==> src/rtl/core/lpr_pkg.sv <==
package lpr_pkg;

   localparam int RING_DEPTH_DEF    = 2048;
   localparam int LONG_LAG_DEF      = 1279;
   localparam int SHORT_LAG_DEF     = 418;
   localparam int SHUFFLE_DEPTH_DEF = 32;

   localparam logic [30:0] LCG1_MOD  = 31'd2147483563;
   localparam logic [30:0] LCG2_MOD  = 31'd2147483399;
   localparam logic [15:0] LCG1_MULT = 16'd40014;
   localparam logic [15:0] LCG2_MULT = 16'd40692;
   // 2^31 minus the modulus, used to fold the high half back in
   localparam logic [7:0]  LCG1_FOLD = 8'd85;
   localparam logic [7:0]  LCG2_FOLD = 8'd249;
   localparam logic [30:0] RAW_FULL  = 31'd2147483647;

   typedef enum logic {
      OP_GENERATE,
      OP_RESEED
   } opcode_type;

   typedef enum logic [2:0] {
      ST_CLEAR,
      ST_IDLE,
      ST_MUL,
      ST_WRITE,
      ST_SCALE,
      ST_OUT,
      ST_RESEED
   } top_state_type;

   typedef enum logic [2:0] {
      SD_IDLE,
      SD_WARM_MUL,
      SD_WARM_RED,
      SD_DRAW_MUL,
      SD_DRAW_IDX,
      SD_DRAW_SEL,
      SD_WORD
   } seed_state_type;

   typedef struct packed {
      logic        start;
      logic [30:0] seed;
   } seed_ctrl_type;

   typedef struct packed {
      logic done;
      logic wr_en;
   } seed_stat_type;

   // a*x mod m for m = 2^31 - fold, given the 47-bit product a*x
   function automatic logic [30:0] lcg_reduce(input logic [46:0] prod,
                                              input logic [7:0]  fold,
                                              input logic [30:0] modulus);
      logic [23:0] hc;
      logic [31:0] v;
      hc = 24'(prod[46:31]) * 24'(fold);
      v  = 32'(hc) + 32'(prod[30:0]);
      if (v >= 32'(modulus)) begin
         v = v - 32'(modulus);
      end
      return v[30:0];
   endfunction

endpackage

==> src/rtl/core/lpr_scaler.sv <==
module lpr_scaler
   import lpr_pkg::*;
(
   input  logic        clock,
   input  logic        reset,
   input  logic        start,
   input  logic [30:0] raw,
   input  logic [31:0] range_min,
   input  logic [31:0] range_max,
   output logic        done,
   output logic [31:0] result
);

   logic [4:0]  vld_ff, vld_in;
   logic [30:0] raw_ff, raw_in;
   logic [31:0] lo_ff, lo_in;
   logic [31:0] hi_ff, hi_in;
   logic        rev_ff, rev_in;
   logic [32:0] span_ff, span_in;
   logic [62:0] prod_ff, prod_in;
   logic [31:0] h_ff, h_in;
   logic [32:0] t_ff, t_in;
   logic [32:0] q_ff, q_in;
   logic [31:0] res_ff, res_in;

   logic [33:0] span_w;
   logic [31:0] u;
   logic [33:0] val;

   assign span_w = {{2{range_max[31]}}, range_max} - {{2{range_min[31]}}, range_min} + 34'd1;
   assign u      = 32'(t_ff[30:0]) + 32'(t_ff[32:31]);
   assign val    = {{2{lo_ff[31]}}, lo_ff} + {1'b0, q_ff};
   assign done   = vld_ff[4];
   assign result = res_ff;

   always_comb begin
      vld_in  = {vld_ff[3:0], start};
      raw_in  = raw_ff;
      lo_in   = lo_ff;
      hi_in   = hi_ff;
      rev_in  = rev_ff;
      span_in = span_ff;
      if (start) begin
         raw_in  = raw;
         lo_in   = range_min;
         hi_in   = range_max;
         rev_in  = $signed(range_max) < $signed(range_min);
         span_in = span_w[32:0];
      end
      // a span of 2^32 has a zero low word, so the top bit ors in
      prod_in = (63'(raw_ff) * 63'(span_ff[31:0])) |
                (span_ff[32] ? {raw_ff, 32'b0} : 63'b0);
      // divide by 2^31-1 using 2^31 = 1 modulo the divisor
      h_in    = prod_ff[62:31];
      t_in    = 33'(prod_ff[62:31]) + 33'(prod_ff[30:0]);
      q_in    = 33'(h_ff) + 33'(t_ff[32:31]) + 33'(u >= 32'(RAW_FULL));
      if (rev_ff) begin
         res_in = lo_ff;
      end else if ($signed(val) > $signed({{2{hi_ff[31]}}, hi_ff})) begin
         res_in = hi_ff;
      end else begin
         res_in = val[31:0];
      end
   end

   always_ff @(posedge clock) begin
      if (reset) begin
         vld_ff <= '0;
      end else begin
         vld_ff <= vld_in;
      end
      raw_ff  <= raw_in;
      lo_ff   <= lo_in;
      hi_ff   <= hi_in;
      rev_ff  <= rev_in;
      span_ff <= span_in;
      prod_ff <= prod_in;
      h_ff    <= h_in;
      t_ff    <= t_in;
      q_ff    <= q_in;
      if (vld_ff[3]) begin
         res_ff <= res_in;
      end
   end

endmodule

==> config.mk <==
export PLATFORM = sky130hd
export DESIGN_NAME = lpr_scaler
export DESIGN_NICKNAME = d
export VERILOG_FILES = /design/src/rtl/core/lpr_pkg.sv /design/src/rtl/core/lpr_scaler.sv
export SDC_FILE = /design/constraint.sdc
export NUM_CORES = 2
export LEC_CHECK = 0
export BUFFER_PORTS_ARGS = -buffer_cell sky130_fd_sc_hd__buf_2
export CAP_MARGIN = 20
export CELL_PAD_IN_SITES_DETAIL_PLACEMENT = 0
export CELL_PAD_IN_SITES_GLOBAL_PLACEMENT = 2
export CORE_MARGIN = 2
export CORE_UTILIZATION = 38
export DETAILED_ROUTE_END_ITERATION = 10
export HOLD_SLACK_MARGIN = 0.1
export PLACE_DENSITY = 0.86
export RECOVER_POWER = 25
export SYNTH_ARGS = -nofsm -noshare
export SYNTH_HDL_FRONTEND = slang
export SYNTH_SLANG_ARGS = --single-unit
==> constraint.sdc <==
create_clock -name clock -period 10.4 [get_ports clock]
set_input_delay 0 -clock clock [delete_from_list [all_inputs] [get_ports clock]]
set_output_delay 0 -clock clock [all_outputs]
set_load 0.02 [all_outputs]
# Yosys cells after proc, flatten, opt, wreduce, memory -nomap -nowiden
# Cells that the tools add are included.
[classes]
bitwise_logic = 1
addsub = 7
n_mux = 3
multipliers = 1
magnitude_cmp = 3
[ops]
columns = ["op", "n"]
rows = [
  ["2-to-1 mux 32 bit", 2],
  ["multiplier 31 x 32 -> 63 bit", 1],
  ["2-to-1 mux 63 bit", 1],
  ["OR 63 bit", 1],
  ["adder 34 x 33 -> 34 bit", 1],
  ["greater-than comparator 34 x 32 -> 1 bit", 1],
  ["adder 32 x 2 -> 33 bit", 1],
  ["adder 32 x 31 -> 33 bit", 1],
  ["adder 33 x 1 -> 33 bit", 1],
  ["adder 33 x 2 -> 33 bit (second input constant)", 1],
  ["subtractor 32 x 32 -> 33 bit", 1],
  ["adder 31 x 2 -> 32 bit", 1],
  [">= comparator 32 x 31 -> 1 bit (second input constant)", 1],
  ["< comparator 32 bit", 1],
]
[word_totals]
output_inout_bits = 33
word_cells = 26
reg_bits = 327

# Logic depth before layout (Yosys ltp)
[depth]
word_depth = 4
ltp_mapped = 29

# Worst setup path after synthesis
# OpenSTA, ideal clock, no wires.
[synth_timing]
kind = "reg-to-reg"
startpoint = "register raw_ff[25]"
endpoint = "register prod_ff[60]"
arrival_time_ns = 7.000
path_stages_with_launch = 23
t_required_ns = 10.297
setup_slack_ns = 3.297
setup_ns = 0.103
period_less_slack_ns = 7.103
cell_sequence = "edfxtp_1 -> clkbuf_1 -> nand2_1 -> fa_1 -> inv_1 -> fa_1 -> fa_1 -> fa_1 -> fa_1 -> fa_1 -> fa_1 -> inv_1 -> fa_1 -> inv_1 -> ha_1 -> and2_2 -> and3_1 -> nand2_1 -> nor4_1 -> o211ai_2 -> a2111oi_4 -> o31ai_1 -> a2111oi_2"
[synth_via]
elab_chain_cells = 2
[synth_rtl]
columns = ["element", "line", "source"]
rows = [
  ["start, declared", "lpr_scaler.sv:15", "logic [30:0] raw_ff, raw_in;"],
  ["start signal, assigned", "lpr_scaler.sv:72", "raw_ff <= raw_in;"],
  ["multiplier 31 x 32 -> 63 bit", "lpr_scaler.sv:51", "prod_in = (63'(raw_ff) * 63'(span_ff[31:0])) |"],
  ["OR 63 bit", "lpr_scaler.sv:51", ""],
  ["via prod_in[60]", "lpr_scaler.sv:20", "logic [62:0] prod_ff, prod_in;"],
  ["end signal, assigned", "lpr_scaler.sv:77", "prod_ff <= prod_in;"],
  ["end, declared", "lpr_scaler.sv:20", ""],
]
# The timed path passes the listed nets, and every way through them passes these cells.
# A chain may end at the register's enable or synchronous reset.

# Worst setup path in the final report
[layout_timing]
startpoint = "register span_ff[18]"
endpoint = "register prod_ff[54]"
[layout_via]
elab_chain_cells = 2
[layout_rtl]
columns = ["element", "line", "source"]
rows = [
  ["start, declared", "lpr_scaler.sv:19", "logic [32:0] span_ff, span_in;"],
  ["start signal, assigned", "lpr_scaler.sv:76", "span_ff <= span_in;"],
  ["multiplier 31 x 32 -> 63 bit", "lpr_scaler.sv:51", ""],
  ["OR 63 bit", "lpr_scaler.sv:51", ""],
  ["via prod_in[54]", "lpr_scaler.sv:20", ""],
]
# The timed path passes the listed nets, and every way through them passes these cells.

==> key figures <==
Clock network
  • CTS Buffer Depth: 3
  • Cts bufs inserted: 45
  • Post-CTS Setup Bufs: 0
  • Clock Latency Late Sink: 0.65 ns
  • H-tree depth: 2
  • TritonCTS clock tree: built
  • Post-CTS Resized: 0
  • Clock-pin slew on the worst setup and hold paths: ~0.07 ns
  • Root Buffer Master: clkbuf_16
  • Post-CTS Hold Buffers: roughly 130
  • CTS Sinks: 327

Route
  • Via-to-Cell Ratio: 5.09
  • Post-Route WL: roughly 150 mm
  • WL/cell: 20.9 um
  • Antenna Nets Post-Route: 0
  • Residual DRC count: 0
  • Detailed router's first-iteration violation count: 2425
  • DRT Pass-1 Iters: 6
  • Via count: 35623

Global routing
  • Met1 usage: 0.309
  • Met3 GRT Util: 0.0296
  • Total GRT Usage: 0.229
  • Vias in the first global route: ~38000
  • GR Util met2: 0.383
  • First-pass GRT wire length: 228 mm
  • Pin count of the biggest net entering global routing: 80
  • Initial antenna violation count: 9
  • GR peak layer: met2
  • Overflow after GRT: 0

Floorplan
  • Num ports: 131
  • Full die area: 0.131 mm2
  • Die height: 362 um
  • Core Region: around 0.13 mm2
  • Placement Rows: 131
  • Starting Density: 0.383
  • Die Wd: 362 um

Run
  • Max-Cap Viols: 0

Setup path
  • Crit path from: span_ff[18]$_DFFE_PP_
  • Arr. time, crit path: 8.80 ns
  • FF-to-FF setup slack: 2.14 ns
  • Crit-path slowest cell: edfxtp_1
  • Worst Path Max Fanout: 20
  • Reg-to-reg startpoint: span_ff[18]$_DFFE_PP_
  • Cell breakdown of the critical path: and2_1 > fa_1 > fa_1 > fa_1 > inv_1 > fa_1 > inv_1 > fa_1 > fa_1 > fa_1 > inv_1 > fa_1 > inv_1 > ha_1 > nand4_1 > nor4_1 > nand3_1 > a21oi_1 > o211ai_1 > a211oi_1 > a21o_1 > xnor2_1 > nand2_1
  • Crit path top cell by count: fa_1
  • Worst path bufs/invs: 4
  • Critical path class: reg -> reg
  • CP startpoint kind: flip-flop
  • Slowest cell delay on critical path: 1.11 ns
  • CP Capture Type: flip-flop
  • CP delay by family, top: adder cells
  • CP required: approximately 11 ns

Timing
  • Hold slack: approximately 0.15 ns
  • Ratio of final minimum period to clock period: 0.794
  • Fin Clk Skew: roughly 0.048 ns
  • Slew Limit Fails: 0
  • Tmin final: 8.26 ns
  • Final setup vio count: 0
  • RSZ-0062 raised after global routing: no
  • Setup_tns: 0 ns
  • Final Hold Fails: 0
  • Fmax: between 100 and 150 MHz
  • Worst-margin pin slew: 1.15 ns
  • Max_slew headroom: 0.236

Yosys
  • EDFF count, synth: 161
  • Sequential fraction of the synthesis area: 0.167
  • Asr flop ratio synth: 0
  • Synth top area cells: fa_1 (36%), ha_1 (11%), edfxtp_1 (9.9%)
  • Synth warn: 0
  • Most common library cells after synthesis: inv_1 (1005), fa_1 (887), nand2_1 (693)
  • Count leader, synth: inv_1
  • Cells after Synth: 5127
  • Syn Area/Cell: 9.52 um2
  • Synth area leader: fa_1
  • Post-synthesis cell area: just under 0.05 mm2
  • Post-synth top area share: 0.364
  • Net count after synthesis: between 6000 and 7000
  • Count of cell types in the netlist: 92
  • Number of synthesized register bits: ~330
  • Ys flop type: dfxtp_1

Placed design
  • Post-DP HPWL: roughly 110 mm
  • Global placer's final weighted congestion: 0.934
  • Buffers on Ports: 130
  • Placed Instances: 6781

Cells and area
  • Area grow syn2layout: 10.9%
  • # nets final: 6707
  • Finished Layout Cells: 7001
  • Filler cells: 12534
  • Share of layout cells above drive strength 1: 0.0510

Outcome
  • Status: completed

Min path
  • Hold Crit Class: in -> reg
  • Hold Crit Start: reset
-- registers in the layout (all words and copies together) (netlist names) --
name,count
h_ff,32
hi_ff,32
lo_ff,32
prod_ff,63
q_ff,33
raw_ff,31
result,32
rev_ff,1
span_ff,33
t_ff,33
vld_ff,5
-- worst min-delay path: stages --
cell	delay, ns
dlygate4sd3_1	0.52
buf_2	0.14
nor2b_1	0.05
-- cell type report --
class / instances / area [um2] / share of cell area
Antenna cell: 3 / 7.51 / 0.000139
Clock buffer: 61 / 1350 / 0.0250
Clock inverter: 23 / 260 / 0.00481
Inverter: 1005 / 3770 / 0.0696
Multi-Input combinational cell: 3572 / 36000 / 0.664
Sequential cell: 327 / 8160 / 0.151
Tap cell: 1662 / 2080 / 0.0384
Timing Repair Buffer: 348 / 2550 / 0.0471
-- logic make-up (layout without fill, tap and decap cells) --
family	after synthesis	count (layout)	share of synthesized area
compound gates	559	559	0.0756
mux	34	34	0.00697
simple gates	1502	1502	0.152
other cells	0	3	0
xor+xnor	167	167	0.0300
buf+inv	1228	1437	0.0961
fa+ha+maj	1310	1310	0.472
flops	327	327	0.167
-- metal layers --
layer  share of wire  vias to the layer above
met5         0.00027                        -
met1            0.43                    18186
met4           0.033                        6
li1                -                    16217
met2            0.47                     1016
met3           0.060                      198
-- metrics by stage --
| step | utilization | worst slack, ns | cell area (um2) |
|---|---|---|---|
| global placement | 0.402 | 2.17 | 51300 |
| finish | 0.425 | 2.14 | 54200 |
| floorplan | - | 3.30 | 48800 |
| global route | 0.425 | 1.72 | 54200 |
| detailed placement | 0.402 | 2.09 | 51300 |
| CTS | 0.425 | 2.04 | 54200 |
-- worst paths after layout --
check,to,cells after the start
max,prod_ff[54]$_DFF_P_,23
min,vld_ff[2]$_SDFF_PP0_,3
min reg2reg,h_ff[1]$_DFF_P_,0
max reg2reg,prod_ff[54]$_DFF_P_,23
-- cell usage in the layout, fill, tap and decap left out, types with 6 or more instances in the layout --
| cell | count |
|---|---|
| a211oi_1 | 16 |
| a21boi_0 | 10 |
| a21o_1 | 57 |
| a21oi_1 | 179 |
| a221oi_1 | 8 |
| a31o_2 | 6 |
| a31oi_1 | 16 |
| and2_1 | 499 |
| and3_1 | 20 |
| buf_2 | 65 |
| buf_4 | 85 |
| clkbuf_1 | 70 |
| clkbuf_16 | 51 |
| clkinv_2 | 6 |
| dfxtp_1 | 166 |
| dlygate4sd3_1 | 132 |
| edfxtp_1 | 161 |
| fa_1 | 887 |
| ha_1 | 423 |
| inv_1 | 1005 |
| mux2i_1 | 34 |
| nand2_1 | 693 |
| nand2b_1 | 11 |
| nand3_1 | 38 |
| nand3b_1 | 11 |
| nand4_1 | 42 |
| nor2_1 | 88 |
| nor2b_1 | 28 |
| nor3_1 | 23 |
| nor4_1 | 14 |
| o211ai_1 | 21 |
| o21a_1 | 15 |
| o21ai_0 | 101 |
| o21ai_1 | 11 |
| o21bai_1 | 34 |
| o31ai_1 | 12 |
| xnor2_1 | 110 |
| xor2_1 | 57 |
Power is left out: the tool's default activity adds up to more than one toggle a clock period on the data nets, which glitch-free logic cannot reach.
