File: config.mk
export PLATFORM = sky130hd
export DESIGN_NAME = lpr_seeder
export DESIGN_NICKNAME = d
export VERILOG_FILES = /design/src/rtl/core/lpr_pkg.sv /design/src/rtl/core/lpr_seeder.sv
export SDC_FILE = /design/constraint.sdc
export NUM_CORES = 2
export LEC_CHECK = 0
export ABC_AREA = 1
export BUFFER_PORTS_ARGS = -buffer_cell sky130_fd_sc_hd__buf_2
export CAP_MARGIN = 20
export CORE_ASPECT_RATIO = 0.9
export CORE_MARGIN = 2
export CORE_UTILIZATION = 58
export CTS_CLUSTER_DIAMETER = 60
export CTS_CLUSTER_SIZE = 12
export DETAILED_ROUTE_END_ITERATION = 7
export PLACE_DENSITY = 0.8
export RECOVER_POWER = 100
export SLEW_MARGIN = 20
export SYNTH_ARGS = -nofsm -noshare
export SYNTH_HDL_FRONTEND = slang
export SYNTH_SLANG_ARGS = --single-unit
File: constraint.sdc
create_clock -name clock -period 7.15 [get_ports clock]
set_input_delay 0.715 -clock clock [delete_from_list [all_inputs] [get_ports clock]]
set_output_delay 0.715 -clock clock [all_outputs]
set_load 0.03 [all_outputs]
File: src/rtl/core/lpr_pkg.sv
package lpr_pkg;

   localparam int RING_DEPTH_DEF    = 2048;
   localparam int LONG_LAG_DEF      = 1279;
   localparam int SHORT_LAG_DEF     = 418;
   localparam int SHUFFLE_DEPTH_DEF = 32;

   localparam logic [30:0] LCG1_MOD  = 31'd2147483563;
   localparam logic [30:0] LCG2_MOD  = 31'd2147483399;
   localparam logic [15:0] LCG1_MULT = 16'd40014;
   localparam logic [15:0] LCG2_MULT = 16'd40692;
   // 2^31 minus the modulus, used to fold the high half back in
   localparam logic [7:0]  LCG1_FOLD = 8'd85;
   localparam logic [7:0]  LCG2_FOLD = 8'd249;
   localparam logic [30:0] RAW_FULL  = 31'd2147483647;

   typedef enum logic {
      OP_GENERATE,
      OP_RESEED
   } opcode_type;

   typedef enum logic [2:0] {
      ST_CLEAR,
      ST_IDLE,
      ST_MUL,
      ST_WRITE,
      ST_SCALE,
      ST_OUT,
      ST_RESEED
   } top_state_type;

   typedef enum logic [2:0] {
      SD_IDLE,
      SD_WARM_MUL,
      SD_WARM_RED,
      SD_DRAW_MUL,
      SD_DRAW_IDX,
      SD_DRAW_SEL,
      SD_WORD
   } seed_state_type;

   typedef struct packed {
      logic        start;
      logic [30:0] seed;
   } seed_ctrl_type;

   typedef struct packed {
      logic done;
      logic wr_en;
   } seed_stat_type;

   // a*x mod m for m = 2^31 - fold, given the 47-bit product a*x
   function automatic logic [30:0] lcg_reduce(input logic [46:0] prod,
                                              input logic [7:0]  fold,
                                              input logic [30:0] modulus);
      logic [23:0] hc;
      logic [31:0] v;
      hc = 24'(prod[46:31]) * 24'(fold);
      v  = 32'(hc) + 32'(prod[30:0]);
      if (v >= 32'(modulus)) begin
         v = v - 32'(modulus);
      end
      return v[30:0];
   endfunction

endpackage

File: src/rtl/core/lpr_seeder.sv
module lpr_seeder
   import lpr_pkg::*;
#(
   parameter int RING_DEPTH    = RING_DEPTH_DEF,
   parameter int SHUFFLE_DEPTH = SHUFFLE_DEPTH_DEF,
   parameter int AW            = $clog2(RING_DEPTH)
) (
   input  logic          clock,
   input  logic          reset,
   input  seed_ctrl_type ctrl,
   output seed_stat_type stat,
   output logic [AW-1:0] wr_addr,
   output logic [31:0]   wr_data
);

   localparam int IW = $clog2(SHUFFLE_DEPTH);
   localparam int EW = IW + 1;
   localparam int CW = $clog2(SHUFFLE_DEPTH + 8);
   localparam logic [39:0] SPREAD = 40'(1 + (2147483562 / SHUFFLE_DEPTH));

   seed_state_type state_ff, state_in;
   logic [30:0]    first_ff, first_in;
   logic [30:0]    second_ff, second_in;
   logic [30:0]    out_ff, out_in;
   logic [46:0]    prod1_ff, prod1_in;
   logic [46:0]    prod2_ff, prod2_in;
   logic [EW-1:0]  est_ff, est_in;
   logic [IW-1:0]  j_ff, j_in;
   logic [CW-1:0]  cnt_ff, cnt_in;
   logic [4:0]     bit_ff, bit_in;
   logic [30:0]    word_ff, word_in;
   logic [AW-1:0]  waddr_ff, waddr_in;
   logic [30:0]    table_ff [SHUFFLE_DEPTH];

   logic           tbl_we;
   logic [IW-1:0]  tbl_addr;
   logic [30:0]    tbl_data;

   logic [30:0]    red1, red2;
   logic [30+EW:0] est_prod;
   logic [39:0]    thr;
   logic [EW-1:0]  jsum;
   logic [32:0]    diff;
   logic [32:0]    outn;
   logic           draw;

   assign red1     = lcg_reduce(prod1_ff, LCG1_FOLD, LCG1_MOD);
   assign red2     = lcg_reduce(prod2_ff, LCG2_FOLD, LCG2_MOD);
   assign est_prod = (31 + EW)'(out_ff) * (31 + EW)'(SHUFFLE_DEPTH);
   assign thr      = 40'(est_ff + EW'(1)) * SPREAD;
   assign jsum     = est_ff + EW'(40'(out_ff) >= thr);
   assign diff     = {2'b0, table_ff[j_ff]} - {2'b0, second_ff};
   assign outn     = $signed(diff) < 33'sd1 ? diff + 33'(LCG1_MOD - 31'd1) : diff;
   assign draw     = {outn[31:0], 1'b0} > 33'(LCG1_MOD);
   assign wr_addr  = waddr_ff;
   assign wr_data  = {word_ff, 1'b1};

   always_comb begin
      state_in  = state_ff;
      first_in  = first_ff;
      second_in = second_ff;
      out_in    = out_ff;
      prod1_in  = prod1_ff;
      prod2_in  = prod2_ff;
      est_in    = est_ff;
      j_in      = j_ff;
      cnt_in    = cnt_ff;
      bit_in    = bit_ff;
      word_in   = word_ff;
      waddr_in  = waddr_ff;
      tbl_we    = 1'b0;
      tbl_addr  = j_ff;
      tbl_data  = first_ff;
      stat      = '0;
      unique case (state_ff)
         SD_IDLE: begin
            if (ctrl.start) begin
               first_in  = (ctrl.seed == 31'd0) ? 31'd1 : ctrl.seed;
               second_in = (ctrl.seed == 31'd0) ? 31'd1 : ctrl.seed;
               cnt_in    = CW'(SHUFFLE_DEPTH + 7);
               state_in  = SD_WARM_MUL;
            end
         end
         SD_WARM_MUL: begin
            prod1_in = 47'(first_ff) * 47'(LCG1_MULT);
            state_in = SD_WARM_RED;
         end
         SD_WARM_RED: begin
            first_in = red1;
            if (cnt_ff < CW'(SHUFFLE_DEPTH)) begin
               tbl_we   = 1'b1;
               tbl_addr = cnt_ff[IW-1:0];
               tbl_data = red1;
            end
            if (cnt_ff == '0) begin
               out_in   = red1;
               bit_in   = '0;
               waddr_in = '0;
               state_in = SD_DRAW_MUL;
            end else begin
               cnt_in   = cnt_ff - CW'(1);
               state_in = SD_WARM_MUL;
            end
         end
         SD_DRAW_MUL: begin
            prod1_in = 47'(first_ff) * 47'(LCG1_MULT);
            prod2_in = 47'(second_ff) * 47'(LCG2_MULT);
            est_in   = est_prod[30+EW:31];
            state_in = SD_DRAW_IDX;
         end
         SD_DRAW_IDX: begin
            first_in  = red1;
            second_in = red2;
            // estimate is at most one low; saturate to the last entry
            if (jsum > EW'(SHUFFLE_DEPTH - 1)) begin
               j_in = IW'(SHUFFLE_DEPTH - 1);
            end else begin
               j_in = jsum[IW-1:0];
            end
            state_in = SD_DRAW_SEL;
         end
         SD_DRAW_SEL: begin
            tbl_we = 1'b1;
            out_in = outn[30:0];
            if (bit_ff != 5'd31) begin
               word_in[bit_ff] = draw;
               bit_in          = bit_ff + 5'd1;
               state_in        = SD_DRAW_MUL;
            end else begin
               state_in = SD_WORD;
            end
         end
         SD_WORD: begin
            stat.wr_en = 1'b1;
            bit_in     = '0;
            if (waddr_ff == AW'(RING_DEPTH - 1)) begin
               stat.done = 1'b1;
               state_in  = SD_IDLE;
            end else begin
               waddr_in = waddr_ff + AW'(1);
               state_in = SD_DRAW_MUL;
            end
         end
         default: state_in = SD_IDLE;
      endcase
   end

   always_ff @(posedge clock) begin
      if (reset) begin
         state_ff <= SD_IDLE;
      end else begin
         state_ff <= state_in;
      end
      first_ff  <= first_in;
      second_ff <= second_in;
      out_ff    <= out_in;
      prod1_ff  <= prod1_in;
      prod2_ff  <= prod2_in;
      est_ff    <= est_in;
      j_ff      <= j_in;
      cnt_ff    <= cnt_in;
      bit_ff    <= bit_in;
      word_ff   <= word_in;
      waddr_ff  <= waddr_in;
      if (tbl_we) begin
         table_ff[tbl_addr] <= tbl_data;
      end
   end

endmodule

==> Word-level counts from Yosys, hierarchy flattened <==
Memories as Yosys holds them, arrays and structs flattened. A register that Yosys moved wholly into a read port is not among the register bits.
Cells that the tools add are included.
{ "totals": {"regBits": 250, "ram_bits": 992, "in_bits": 34, "memories": 1} }
{ "mem_list": {"columns": ["name", "words", "word_bits", "rd", "rd_clocked_by_memory_dff", "write_ports", "line_no", "text"], "rows": [
  ["table_ff", 32, 31, 1, 1, 1, "lpr_seeder.sv:33", "logic [30:0] table_ff [SHUFFLE_DEPTH];"]
]} }
{ "classes": {"n_addsub": 11, "multipliers": 5, "n_lt_le_gt_ge": 9, "eq_ne": 13, "n_mux": 38, "n_reduce_logical": 19} }
{ "ops": {"columns": ["cell", "n"], "rows": [
  ["$mux W31", 7],
  ["$pmux W31 S2", 3],
  ["$ge A32 B31 Y1 const B", 2],
  ["$sub A31 B31 Y31 const B", 2],
  ["$mul A31 B15 Y46 const B", 1],
  ["$mul A31 B14 Y45 const B", 1],
  ["$gt A33 B31 Y1 const B", 1],
  ["$add A23 B31 Y32", 1],
  ["$add A24 B31 Y32", 1],
  ["$add A32 B32 Y32 const B", 1],
  ["$ge A31 B32 Y1", 1],
  ["$lt A32 B2 Y1 const B", 1],
  ["$mux W32", 1],
  ["$sub A31 B31 Y32", 1],
  ["$bwmux W31", 1],
  ["$logic_not A31 Y1", 1],
  ["$mul A6 B25 Y31 const B", 1],
  ["$mux W5", 6],
  ["$mul A16 B8 Y24 const B", 1],
  ["$mul A16 B7 Y23 const B", 1],
  ["$mux W11", 2],
  ["$pmux W11 S2", 1],
  ["$pmux W3 S7", 1],
  ["$pmux W5 S3", 1],
  ["other kinds (30)", 55]
]} }

==> Longest topological paths before layout <==
{ "logic_depth": {"word_depth": 7, "ltp_mapped": 40, "depth_no_buf": 39} }

==> Least setup slack after synthesis <==
OpenSTA, ideal clock, no wires.
{ "synth_timing": {"path_kind": "register to register", "start": "register est_ff[2]", "end": "register j_ff[1], data pin", "arrival_ns": 6.797, "required_ns": 6.884, "path_slack_ns": 0.087, "path_stages_with_launch": 37, "path_buffers": 1, "synth_period_minus_slack_ns": 7.063, "path_cell_list": "edfxtp_1 > clkbuf_1 > nand2_1 > nor2_1 > inv_1 > nor3_1 > inv_1 > fa_1 > inv_1 > fa_1 > fa_1 > inv_1 > ha_1 > inv_1 > or2_2 > o21ai_0 > nand2_1 > a31oi_1 > inv_1 > fa_1 > ha_1 > nand2_1 > o21ai_0 > a21oi_1 > o21ai_0 > nand3_1 > and2_1 > o21ai_0 > nand2_1 > nand2_1 > nand2_1 > nand2_1 > a21oi_1 > nor2_1 > ha_1 > ha_1 > or2_2"} }
{ "synth_via": {"elab_chain_len": 5} }
{ "synth_lines": {"columns": ["item", "line_no", "text"], "rows": [
  ["from (decl)", "lpr_seeder.sv:27", "logic [EW-1:0] est_ff, est_in;"],
  ["from (signal assigned)", "lpr_seeder.sv:159", "est_ff <= est_in;"],
  ["$add A5 B1 Y6 (*)", "lpr_seeder.sv:50", "assign thr = 40'(est_ff + EW'(1)) * SPREAD;"],
  ["$mul A6 B25 Y31 (*)", "lpr_seeder.sv:50", null],
  ["$ge A31 B32 Y1 (*)", "lpr_seeder.sv:51", "assign jsum = est_ff + EW'(40'(out_ff) >= thr);"],
  ["$add A5 B1 Y6 (*)", "lpr_seeder.sv:51", null],
  ["net jsum[1]", "lpr_seeder.sv:42", "logic [EW-1:0] jsum;"],
  ["$gt A6 B5 Y1", "lpr_seeder.sv:115", "if (jsum > EW'(SHUFFLE_DEPTH - 1)) begin"],
  ["to (signal assigned)", "lpr_seeder.sv:160", "j_ff <= j_in;"],
  ["to (decl)", "lpr_seeder.sv:28", "logic [IW-1:0] j_ff, j_in;"]
]} }
Mark *: on every way through the listed nets, which the timed path passes. The rest lies on a longest branch.
A chain may end at the register's enable or synchronous reset.

==> Worst setup path in the final report <==
{ "layout_timing": {"start": "register state_ff[0]", "end": "memory table_ff[3][20], enable pin"} }
{ "layout_via": {"elab_chain_len": 4, "elab_cells_between_ends": 6, "classes_between": "eq/ne: 2; mux: 4"} }
{ "layout_lines": {"columns": ["item", "line_no", "text"], "rows": [
  ["from (decl)", "lpr_seeder.sv:21", "seed_state_type state_ff, state_in;"],
  ["from (signal assigned)", "lpr_seeder.sv:152", "state_ff <= state_in;"],
  ["$eq A3 B3 Y1 or $eq A3 B2 Y1 (tied branches)", "lpr_seeder.sv:75", "unique case (state_ff)"],
  ["$pmux W1 S2", "lpr_seeder.sv:75", null],
  ["$mux W1", "lpr_seeder.sv:165", "if (tbl_we) begin"],
  ["$mux W1 (not written as such)", "lpr_seeder.sv:166", "table_ff[tbl_addr] <= tbl_data;"],
  ["to (decl)", "lpr_seeder.sv:33", null]
]} }
Several ways; a longest one is shown, not always the timed one.

==> summary.md <==
| Metric | Value |
|---|---|
| Worst path cell trace | `inv_1, nor2_1, inv_1, nor2_2, clkbuf_1, clkinv_1, clkbuf_1, nand2_1, nand3_1, nor2_2, clkbuf_2` |
| Synth warnings | `0` |
| Pin count of the biggest net entering global routing | `162` |
| Setup WS pre-CTS | `20.6 ps` |
| Worst-path fanout max | `53` |
| Post-route cell area | `0.0859 sq mm` |
| Max-cap violations | `25` |
| Die area | `0.139 sq mm` |
| Worst slew pin tran | `3110 ps` |
| Routed WL | `235000 microns` |
| Fillcell total | `10400` |
| Top cells by area, synth | `edfxtp_1 47%, fa_1 12%, ha_1 8.7%` |
| Final WS setup | `227 ps` |
| Async set or reset register ratio after synthesis | `0%` |
| Final ANT Viol Nets | `0` |
| Clk pin slew, worst setup/hold paths | `60 ps` |
| Capture point of the worst path | `table_ff[3][20]` |
| Core Area | `0.135 sq mm` |
| GRT Residual Overflow | `0` |
| # H-tree levels | `4` |
| Synth cell count leaders | `1239 x edfxtp_1, 1075 x inv_1, 1018 x nor2_1` |
| Final worst path period share | `96.8%` |
| Starting Density | `58.4%` |
| CP Depth | `11` |
| Worst R2R Start | `state_ff[0]` |
| Hold_buf cts | `0` |
| Failing checks | `capacitance limit, slew limit` |
| Die Height | `354 microns` |
| First-pass GRT wire length | `350000 microns` |
| Clock latency on the worst-skew pair | `800 ps` |
| # IOs | `79` |
| Synth Area per Inst | `10.3 sq um` |
| Ys flop type | `edfxtp_1` |
| IO Port Bufs | `77` |
| Final setup violation count | `0` |
| DRT Pass-1 Iters | `7` |
| Crit path time final | `6920 ps` |
| Worst EP arrival | `7340 ps` |
| Root Driver | `clkbuf_16` |
| Reg2Reg Setup Slack | `230 ps` |
| Clk buf depth | `3` |
| Yosys reg bits | `1247` |
| GRT Overall Usage | `33.7%` |
| Slew headroom | `-107%` |
| Post-DP HPWL | `165000 microns` |
| Detailed router's first-iteration violation count | `7566` |
| Crit path launch | `state_ff[0]` |
| Slowest stage cell, crit path | `nor2_2` |
| Post-route setup TNS | `0 ps` |
| Sink Count | `1247` |
| Worst setup path class | `reg -> reg` |
| Final Hold Viols | `0` |
| Post-DP Area | `0.0825 sq mm` |
| Synth top area share | `47.2%` |
| CP endpoint kind | `flop` |
| CP startpoint kind | `flop` |
| Reg2Reg Depth | `11` |
| Vias post-DR | `59400` |
| Synth Instances | `7677` |
| Fmax | `0.144 GHz` |
| GP Congestion | `1.02` |
| Max Slew Vio Count | `524` |
| Layout Nets | `8880` |
| Post-synthesis sequential area ratio | `47.4%` |
| Leading cell type by number of instances after synthesis | `edfxtp_1` |
| CP top delay family | `buffers and inverters` |
| Vias/cell | `6.13` |
| CP Buf/Inv Count | `6` |
| TritonCTS Buffers | `130` |
| Worst Clk Skew | `34.8 ps` |
| Yosys cell types | `62` |
| CP required | `7570 ps` |
| Status | `complete, but fails checks` |
| Initial antenna violation count | `5` |
| Worst min path class | `in -> reg` |
| Die W | `392 microns` |
| Worst hold margin | `174 ps` |
| Number of global-route vias before repair | `57800` |
| Post-synth EDFFs | `1239` |
| Layout cells sized above 1 | `6.80%` |
| Worst r2r dst | `table_ff[3][20]` |
| DRC viols | `0` |
| Crit-path max cell delay | `1700 ps` |
| Syn nets | `8725` |
| Cell area after synthesis | `0.0788 sq mm` |
| P&R area growth vs syn | `9.00%` |
| Cell taking the most area after synthesis | `edfxtp_1` |
| CTS tree | `yes` |
| DR WL/cell | `24.2 microns` |
| Rows | `128` |
==> worst reg2reg max path: stages, from the launching register on <==
cell      delay (ps)
dfxtp_1          370
inv_1             70
nor2_1           120
inv_1             80
nor2_2            70
clkbuf_1         970
clkinv_1         180
clkbuf_1        1080
nand2_1          720
nand3_1          470
nor2_2          1700
clkbuf_2         720
==> worst min path at each step <==
| stage | depth (start not counted) | slack (ps) | start | endpoint |
|---|---|---|---|---|
| finish | 2 | 170 | reset | state_ff[2] |
| global route | 2 | 160 | reset | state_ff[2] |
| CTS | 2 | 140 | reset | state_ff[2] |
| detailed placement | 0 | 480 | out_ff[28] | est_ff[2] |
| global placement | 0 | 480 | out_ff[28] | est_ff[2] |
| floorplan | 0 | 430 | out_ff[26] | est_ff[0] |
==> cells by family after synthesis <==
family | synth area share [%]
AO/OA/AOI/OAI | 10.1
XOR/XNOR | 2.06
adder cells (fa/ha/maj) | 20.5
buffers and inverters | 6.56
flip-flops | 47.4
other | 0.00476
AND/OR/NAND/NOR | 13.3
==> per-layer routing <==
layer  global-route usage, %  part of all wire (%)  up-vias
li1                        -                     -    26500
met1                    47.0                    39    28800
met2                    51.2                    45     3512
met3                    7.04                    11      630
met4                    15.0                   4.9        6
met5                       0                 0.017        -
==> registers in the layout, summed over array words and instances, names as in the netlist, 6 cells and up, named ones only <==
signal,count
cnt_ff,6
table_ff,992
wr_addr,11
first_ff,31
second_ff,31
word_ff,31
prod1_ff,46
prod2_ff,45
out_ff,31
==> final cells by class <==
type	instances	area (sq um)	area share, %
inverter	1096	4130	4.81
multi-input combinational	5077	36500	42.5
antenna	2	5.00	0.00583
tap	1820	2280	2.65
timing repair buffer	280	1860	2.17
clock inverter	32	404	0.471
sequential	1247	37400	43.5
clock buffer	138	3330	3.87
==> stage by stage <==
step	cells	utilization, %
global placement	9516	61.1
global route	9690	63.6
detailed placement	9517	61.1
finish	9692	63.6
CTS	9687	63.9
floorplan	7677	-
==> timing repair <==
item	CTS	global route
setup endpoints to repair	6	10
cloned	0	0
buffers inserted	0	2
pin swaps	0	19
gates resized for setup	3	39
==> layout by cell type, fill, tap and decap left out, drive strengths merged, types with 90 or more instances in the layout <==
master	n
xor2	119
nor2	1036
clkbuf	257
fa	465
nand2	1008
inv	1103
a21oi	227
o21ai	699
nand3	328
o221ai	176
buf	161
a31oi	90
ha	549
edfxtp	1239
Power is left out: the tool's default activity adds up to more than one toggle a clock period on the data nets, which glitch-free logic cannot reach.
